==> src/rtl/mwd_pkg.sv <==
package mwd_pkg;

    // Width of one dividend or quotient word.
    localparam int WORD_W = 64;

    // Bit counter inside one word and its terminal value.
    localparam int BIT_CNT_W = 6;
    localparam logic [BIT_CNT_W-1:0] BIT_LAST = BIT_CNT_W'(WORD_W - 1);

    // Sequencer states, one-hot.
    typedef enum logic [4:0] {
        S_IDLE  = 5'b00001,
        S_FETCH = 5'b00010,
        S_LATCH = 5'b00100,
        S_SHIFT = 5'b01000,
        S_READ  = 5'b10000
    } state_t;

    // Controls from the sequencer to the shift-subtract unit.
    typedef struct packed {
        logic clear_rem;
        logic load_word;
        logic step;
    } unit_ctrl_t;

endpackage

==> src/rtl/mwd_ram.sv <==
module mwd_ram #(
    parameter int WIDTH  = 64,
    parameter int DEPTH  = 4,
    parameter int ADDR_W = (DEPTH > 1) ? $clog2(DEPTH) : 1
) (
    input  logic              clk,
    input  logic              we,
    input  logic [ADDR_W-1:0] waddr,
    input  logic [WIDTH-1:0]  wdata,
    input  logic [ADDR_W-1:0] raddr,
    output logic [WIDTH-1:0]  rdata
);

    logic [WIDTH-1:0] mem [DEPTH];

    // One write port and one registered read port.
    always_ff @(posedge clk)
    begin
        if (we)
        begin
            mem[waddr] <= wdata;
        end
        rdata <= mem[raddr];
    end

endmodule

==> src/rtl/mwd_bit_unit.sv <==
module mwd_bit_unit (
    input  logic                      clk,
    input  logic                      rst_n,
    input  mwd_pkg::unit_ctrl_t       ctrl,
    input  logic [mwd_pkg::WORD_W-1:0] load_data,
    input  logic [mwd_pkg::WORD_W-1:0] divisor,
    output logic [mwd_pkg::WORD_W-1:0] quot_next
);

    logic [mwd_pkg::WORD_W-1:0] rem_reg;
    logic [mwd_pkg::WORD_W-1:0] rem_next;
    logic [mwd_pkg::WORD_W-1:0] dvd_sh_reg;
    logic [mwd_pkg::WORD_W-1:0] quot_reg;
    logic [mwd_pkg::WORD_W:0]   shifted;
    logic [mwd_pkg::WORD_W:0]   diff;
    logic                       ge;

    // One restoring step: shift in the next dividend bit and try the subtract.
    always_comb
    begin
        shifted   = {rem_reg, dvd_sh_reg[mwd_pkg::WORD_W-1]};
        diff      = shifted - {1'b0, divisor};
        ge        = (shifted >= {1'b0, divisor});
        rem_next  = ge ? diff[mwd_pkg::WORD_W-1:0] : shifted[mwd_pkg::WORD_W-1:0];
        quot_next = {quot_reg[mwd_pkg::WORD_W-2:0], ge};
    end

    // The partial remainder is cleared at the start of each run.
    always_ff @(posedge clk or negedge rst_n)
    begin
        if (!rst_n)
        begin
            rem_reg <= '0;
        end
        else if (ctrl.clear_rem)
        begin
            rem_reg <= '0;
        end
        else if (ctrl.step)
        begin
            rem_reg <= rem_next;
        end
    end

    // Dividend and quotient shift registers for the word in flight.
    always_ff @(posedge clk)
    begin
        if (ctrl.load_word)
        begin
            dvd_sh_reg <= load_data;
        end
        else if (ctrl.step)
        begin
            dvd_sh_reg <= {dvd_sh_reg[mwd_pkg::WORD_W-2:0], 1'b0};
            quot_reg   <= quot_next;
        end
    end

endmodule

==> src/rtl/multiword_by_word_divider.sv <==
// Dividend words are taken one per cycle while busy is low; the last word starts the run.
// A run takes, for each word, a fetch, a latch and 64 shift-subtract steps,
// one quotient bit per cycle in the shared subtractor; then the WORDS quotient words
// come out on consecutive cycles; with a zero divisor the sequencer goes straight to that read-out.
// rst_n clears the sequencer and counters asynchronously; the result strobe cannot be stalled.
module multiword_by_word_divider #(
    parameter int WORDS = 4
) (
    input  logic                       clk,
    input  logic                       rst_n,
    input  logic                       start,
    output logic                       busy,
    input  logic [mwd_pkg::WORD_W-1:0] dividend_word,
    input  logic                       dividend_negative,
    input  logic [mwd_pkg::WORD_W-1:0] divisor,
    input  logic                       last_word,
    output logic                       done,
    output logic [mwd_pkg::WORD_W-1:0] quotient_word,
    output logic                       quotient_negative,
    output logic                       divide_by_zero,
    output logic                       last_result
);

    localparam int IW = (WORDS > 1) ? $clog2(WORDS) : 1;
    localparam int CW = $clog2(WORDS + 1);
    localparam logic [IW-1:0] IDX_TOP = IW'(WORDS - 1);
    localparam logic [CW-1:0] CNT_FULL = CW'(WORDS);

    mwd_pkg::state_t state_reg, state_next;
    logic [CW-1:0]   load_cnt_reg, load_cnt_next;
    logic [CW-1:0]   loaded_reg, loaded_next;
    logic [IW-1:0]   word_idx_reg, word_idx_next;
    logic [IW-1:0]   out_idx_reg, out_idx_next;
    logic [mwd_pkg::BIT_CNT_W-1:0] bit_cnt_reg, bit_cnt_next;
    logic            sign_reg, sign_next;
    logic            dbz_reg, dbz_next;
    logic            nonzero_reg, nonzero_next;
    logic            emit_reg, emit_next;
    logic            emit_last_reg, emit_last_next;
    logic [mwd_pkg::WORD_W-1:0] divisor_reg, divisor_next;

    logic                       accept;
    logic                       dvd_we;
    logic [mwd_pkg::WORD_W-1:0] dvd_rdata;
    logic                       quot_we;
    logic [mwd_pkg::WORD_W-1:0] quot_rdata;
    logic [mwd_pkg::WORD_W-1:0] quot_next;
    logic [mwd_pkg::WORD_W-1:0] load_data;
    mwd_pkg::unit_ctrl_t        unit_ctrl;

    assign busy   = (state_reg != mwd_pkg::S_IDLE) || emit_reg;
    assign accept = start && !busy;

    // Words above the loaded ones read as zero.
    assign load_data = (CW'(word_idx_reg) < loaded_reg) ? dvd_rdata : '0;

    // Dividend word store.
    mwd_ram #(
        .WIDTH (mwd_pkg::WORD_W),
        .DEPTH (WORDS)
    ) u_dvd_ram (
        .clk   (clk),
        .we    (dvd_we),
        .waddr (load_cnt_reg[IW-1:0]),
        .wdata (dividend_word),
        .raddr (word_idx_reg),
        .rdata (dvd_rdata)
    );

    // Quotient word store.
    mwd_ram #(
        .WIDTH (mwd_pkg::WORD_W),
        .DEPTH (WORDS)
    ) u_quot_ram (
        .clk   (clk),
        .we    (quot_we),
        .waddr (word_idx_reg),
        .wdata (quot_next),
        .raddr (out_idx_reg),
        .rdata (quot_rdata)
    );

    // Shift-subtract unit.
    mwd_bit_unit u_unit (
        .clk       (clk),
        .rst_n     (rst_n),
        .ctrl      (unit_ctrl),
        .load_data (load_data),
        .divisor   (divisor_reg),
        .quot_next (quot_next)
    );

    // Sequencer: load words, divide word by word from the top, then read out.
    always_comb
    begin
        state_next     = state_reg;
        load_cnt_next  = load_cnt_reg;
        loaded_next    = loaded_reg;
        word_idx_next  = word_idx_reg;
        out_idx_next   = out_idx_reg;
        bit_cnt_next   = bit_cnt_reg;
        sign_next      = sign_reg;
        dbz_next       = dbz_reg;
        nonzero_next   = nonzero_reg;
        divisor_next   = divisor_reg;
        emit_next      = 1'b0;
        emit_last_next = emit_last_reg;
        dvd_we         = 1'b0;
        quot_we        = 1'b0;
        unit_ctrl      = '0;

        case (state_reg)
            mwd_pkg::S_IDLE:
            begin
                if (accept)
                begin
                    if (load_cnt_reg < CNT_FULL)
                    begin
                        dvd_we        = 1'b1;
                        load_cnt_next = load_cnt_reg + CW'(1);
                    end
                    if (last_word)
                    begin
                        loaded_next   = (load_cnt_reg < CNT_FULL) ?
                                        load_cnt_reg + CW'(1) : load_cnt_reg;
                        load_cnt_next = '0;
                        sign_next     = dividend_negative;
                        divisor_next  = divisor;
                        dbz_next      = (divisor == '0);
                        nonzero_next  = 1'b0;
                        word_idx_next = IDX_TOP;
                        out_idx_next  = '0;
                        unit_ctrl.clear_rem = 1'b1;
                        state_next    = (divisor == '0) ? mwd_pkg::S_READ : mwd_pkg::S_FETCH;
                    end
                end
            end
            mwd_pkg::S_FETCH:
            begin
                state_next = mwd_pkg::S_LATCH;
            end
            mwd_pkg::S_LATCH:
            begin
                unit_ctrl.load_word = 1'b1;
                bit_cnt_next        = '0;
                state_next          = mwd_pkg::S_SHIFT;
            end
            mwd_pkg::S_SHIFT:
            begin
                unit_ctrl.step = 1'b1;
                bit_cnt_next   = bit_cnt_reg + mwd_pkg::BIT_CNT_W'(1);
                if (bit_cnt_reg == mwd_pkg::BIT_LAST)
                begin
                    quot_we      = 1'b1;
                    nonzero_next = nonzero_reg || (quot_next != '0);
                    if (word_idx_reg == '0)
                    begin
                        out_idx_next = '0;
                        state_next   = mwd_pkg::S_READ;
                    end
                    else
                    begin
                        word_idx_next = word_idx_reg - IW'(1);
                        state_next    = mwd_pkg::S_FETCH;
                    end
                end
            end
            mwd_pkg::S_READ:
            begin
                emit_next      = 1'b1;
                emit_last_next = (out_idx_reg == IDX_TOP);
                if (out_idx_reg == IDX_TOP)
                begin
                    state_next = mwd_pkg::S_IDLE;
                end
                else
                begin
                    out_idx_next = out_idx_reg + IW'(1);
                end
            end
            default:
            begin
                state_next = mwd_pkg::S_IDLE;
            end
        endcase
    end

    // Control state.
    always_ff @(posedge clk or negedge rst_n)
    begin
        if (!rst_n)
        begin
            state_reg     <= mwd_pkg::S_IDLE;
            load_cnt_reg  <= '0;
            loaded_reg    <= '0;
            word_idx_reg  <= '0;
            out_idx_reg   <= '0;
            bit_cnt_reg   <= '0;
            sign_reg      <= 1'b0;
            dbz_reg       <= 1'b0;
            nonzero_reg   <= 1'b0;
            divisor_reg   <= '0;
            emit_reg      <= 1'b0;
            emit_last_reg <= 1'b0;
        end
        else
        begin
            state_reg     <= state_next;
            load_cnt_reg  <= load_cnt_next;
            loaded_reg    <= loaded_next;
            word_idx_reg  <= word_idx_next;
            out_idx_reg   <= out_idx_next;
            bit_cnt_reg   <= bit_cnt_next;
            sign_reg      <= sign_next;
            dbz_reg       <= dbz_next;
            nonzero_reg   <= nonzero_next;
            divisor_reg   <= divisor_next;
            emit_reg      <= emit_next;
            emit_last_reg <= emit_last_next;
        end
    end

    // Result word outputs, straight from the registered quotient read.
    assign done              = emit_reg;
    assign quotient_word     = dbz_reg ? '0 : quot_rdata;
    assign quotient_negative = sign_reg && nonzero_reg;
    assign divide_by_zero    = dbz_reg;
    assign last_result       = emit_last_reg;

endmodule
==> config.mk <==
export PLATFORM = sky130hd
export DESIGN_NAME = multiword_by_word_divider
export DESIGN_NICKNAME = d
export VERILOG_FILES = /design/src/rtl/mwd_pkg.sv /design/src/rtl/mwd_ram.sv /design/src/rtl/mwd_bit_unit.sv /design/src/rtl/multiword_by_word_divider.sv
export SDC_FILE = /design/constraint.sdc
export NUM_CORES = 1
export LEC_CHECK = 0
export BUFFER_PORTS_ARGS = -buffer_cell sky130_fd_sc_hd__buf_2
export CAP_MARGIN = 5
export CORE_ASPECT_RATIO = 1.25
export CORE_UTILIZATION = 60
export CTS_BUF_LIST = sky130_fd_sc_hd__clkbuf_2 sky130_fd_sc_hd__clkbuf_4 sky130_fd_sc_hd__clkbuf_8
export CTS_CLUSTER_DIAMETER = 120
export DETAILED_ROUTE_END_ITERATION = 8
export PLACE_DENSITY = 0.77
export SYNTH_ARGS = -nofsm -noshare
export SYNTH_HDL_FRONTEND = slang
export SYNTH_SLANG_ARGS = --single-unit
==> constraint.sdc <==
create_clock -name clk -period 4.3 [get_ports clk]
set_input_delay 0.86 -clock clk [delete_from_list [all_inputs] [get_ports clk]]
set_output_delay 0.86 -clock clk [all_outputs]
set_load 0.02 [all_outputs]
==> out/results.tsv <==
stage	metric	value	unit
timing	RSZ-0062 raised after global routing	false	
placed_design	I/O Buffers	201	
grt	GRT met1 Usage	0.3138	
job	max_cap viols	0	
logic_synthesis	Synth area leaders	edfxtp_1 (52%), dfrtp_1 (10%), mux4_2 (7.9%)	
grt	initial antenna violation count	10	
logic_synthesis	synth unique cells	75	
cts	clock sink count	921	
cts	Worst-path clk slew	70	ps
logic_synthesis	async set or reset register ratio after synthesis	0.1672	
worst_setup_path	r2r worst-path depth	12	
routing	via density per instance	5.962	
worst_setup_path	RR Startpoint	u_unit.rem_reg[38]	
logic_synthesis	number of flops mapped to enable cells by yosys	639	
worst_setup_path	WP data required	4890	ps
logic_synthesis	mux share of post-synthesis cell area	0.08561	
cts	htree depth	4	
power	leakage power	0.01505	uW
worst_setup_path	worst path bufs/invs	1	
timing	Hold Violations, Final	0	
timing	Tmin final	3671	ps
floorplanning	Die Y	278.6	um
grt	met2 Resource Use GR	0.4090	
status	status	finished, final reports clean	
timing	clk_skew	48.64	ps
cts	hold_buf cts	0	
routing	DR WL/cell	21.00	um
routing	Post-Route WL	74730	um
min_path	Hold Path Class	input pin to asynchronous set/reset pin	
cells_and_area	most frequent cells in the layout	edfxtp_1 (639), buf_2 (200), o21ai_0 (189)	
worst_setup_path	Critical Path Max Stage Delay	510	ps
cts	TritonCTS clock tree	done	
routing	DRC violations left	0	
routing	detailed-route via count	21220	
cts	worst-skew pair later-pin latency	790	ps
routing	Pre-antenna DRT Iters	5	
logic_synthesis	#FFs+latches synth	921	
grt	first-pass GRT wire length	117700	um
cells_and_area	Non-Filler Instances	3559	
logic_synthesis	Main synth FF type	edfxtp_1	
logic_synthesis	sequential fraction of the synthesis area	0.6975	
grt	GRT busiest layer	met2	
grt	gr ovfl total	0	
cells_and_area	commonest non-fill, non-tap cell in the layout	edfxtp_1	
floorplanning	Initial Util	0.6052	
cts	root buf cell	clkbuf_8	
logic_synthesis	post-synth top area share	0.5227	
floorplanning	Rows	101	
routing	drt initial violations	1443	
logic_synthesis	adder-cell share of the synthesized area	0.02611	
worst_setup_path	WP data arrival	4260	ps
logic_synthesis	synthesized area	0.03671	mm2
grt	GRT Total Usage	0.2473	
cells_and_area	top flop regs	u_dvd_ram.mem x256, u_quot_ram.mem x256	
floorplanning	I/O pin count	202	
placed_design	Final Wtd Congestion	0.9020	
worst_setup_path	r2r endpoint	u_unit.rem_reg[31]	
floorplanning	Die Width	223.2	um
logic_synthesis	Post-Synth XOR/XNOR Area	0.01455	
logic_synthesis	Syn. warnings	0	
timing	Worst-Margin Slew	1170	ps
grt	number of global-route vias before repair	21710	
cells_and_area	Post-layout nets	2883	
cts	CTS buffer count	140	
timing	Peak Freq	272.4	MHz
worst_setup_path	critical path class	flip-flop to flip-flop	
placed_design	hpwl dp	46620	um
timing	Fin Setup TNS	0	ps
floorplanning	Placeable Area	0.06066	mm2
timing	Pins Over Slew Limit	0	
cts	number of gates resized after CTS	0	
worst_setup_path	startpoint types	flip-flop	
timing	Max transition margin	0.2198	
cells_and_area	layout overhead on the synthesized area	12.92	%
power	PD cells	513.0	mW/mm2
worst_setup_path	setup slack, reg-to-reg	630	ps
worst_setup_path	critical-path cell list	ha_1 > nand4_1 > or3_1 > or4b_4 > nor2_1 > o21ai_1 > o211ai_2 > nand2_2 > nand2_4 > buf_12 > mux2i_1 > o21ai_0	
power	total power	21270	uW
logic_synthesis	Syn Nets	2634	
grt	GR Util met3	0.05543	
cells_and_area	layout cell share with drive strength beyond 1	0.2244	
timing	# setup viols final	0	
placed_design	Cells after DPL	3304	
logic_synthesis	Synth Area in Compound Gates	0.08088	
logic_synthesis	area share of and/or/nand/nor cells after synthesis	0.07164	
logic_synthesis	mean post-synth cell area	15.14	um2
floorplanning	die area	0.06219	mm2
logic_synthesis	Mapped Cells	2425	
routing	Final ANT Viol Nets	0	
worst_setup_path	crit-path max FO	39	
timing	fraction of the cycle the final worst path needs	0.8538	
worst_setup_path	Worst path top cell family by delay	simple AND/OR/NAND/NOR gates	
worst_setup_path	Critical path origin	u_unit.rem_reg[38]	
power	VDD IR max	0.3903	mV
worst_setup_path	Slowest-stage cell, CP	or4b_4	
worst_setup_path	Critical Path Sink Type	flip-flop	
cts	Post-CTS Setup Bufs	0	
logic_synthesis	largest family of logic cells by synthesized area	multiplexers	
cts	Clock Path Buffers	3	
cells_and_area	final core occ	0.6834	
grt	largest net degree at the start of global routing	125	
logic_synthesis	area leader, netlist	edfxtp_1	
through the flow:
step | hold WS, ps | area (um2) | worst slack (ps)
floorplan | 437.4 | 36710 | 783.6
global placement | 453.4 | 38540 | 753.3
detailed placement | 459.1 | 38540 | 647.2
CTS | 63.73 | 41450 | 630.2
global route | 134.3 | 41450 | 375.8
finish | 96.63 | 41450 | 628.5
Yosys cell counts, types with 3 or more instances:
library cell	number
edfxtp_1	639
o21ai_0	189
nand2_1	181
dfrtp_1	153
dfxtp_1	128
mux4_2	128
inv_1	93
clkbuf_1	89
a21oi_1	84
nand3_1	82
ha_1	75
nor2b_1	75
a22o_1	64
nor2_1	49
nor4_1	35
xnor2_1	35
nand4_1	31
mux2i_1	26
xor2_1	26
a21o_1	25
nor3_1	22
and2_1	16
buf_1	13
o21a_1	13
o21ai_1	12
a31oi_1	11
o21bai_1	11
and3_1	10
buf_2	10
a211oi_1	9
o221ai_1	8
a21boi_0	7
nand2b_1	5
clkbuf_2	4
nand3b_1	4
o31ai_1	4
or2_2	4
a211o_1	3
buf_6	3
o211ai_1	3
or3_1	3
report_power, final:
group | switching [uW] | internal, uW | total (uW)
clock network | 3290 | 4040 | 7340
registers | 242 | 10300 | 10600
logic | 2210 | 1170 | 3380
total | 5750 | 15500 | 21300
logic make-up (layout without fill, tap and decap cells):
| logic type | count (synthesis) | count (layout) |
|---|---|---|
| DFF | 921 | 921 |
| and+or+nand+nor | 528 | 528 |
| AOI/OAI and AO/OA | 471 | 471 |
| buffers and inverters | 214 | 574 |
| muxes | 154 | 154 |
| adders and majority gates | 76 | 76 |
| xor gates and xnor gates | 61 | 61 |
| other | 0 | 2 |
layout make-up:
type                       instances  area (um2)
inverter                          93       349.1
tap                              772       965.9
timing repair buffer             228        1353
clock buffer                     211        2585
antenna                            2       5.005
multi-input combinational       1290       10260
clock inverter                    42       319.1
sequential                       921       25620
fill                            4043       19200
worst max-delay path by stage:
stage | endpoint | slack, ps | cells after the start
finish | u_unit.rem_reg[31] | 630 | 12
CTS | u_unit.rem_reg[31] | 630 | 12
detailed placement | u_unit.rem_reg[31] | 650 | 12
global route | u_unit.rem_reg[31] | 380 | 13
floorplan | u_unit.quot_reg[0] | 780 | 5
global placement | u_unit.rem_reg[18] | 750 | 12
layer usage:
| metal | wire length [um] | share of wire |
|---|---|---|
| met4 | 2546 | 0.034 |
| met1 | 30520 | 0.41 |
| met2 | 37090 | 0.50 |
| met3 | 4493 | 0.060 |
| met5 | 80 | 0.0011 |
(Power assumes the default switching activity.)
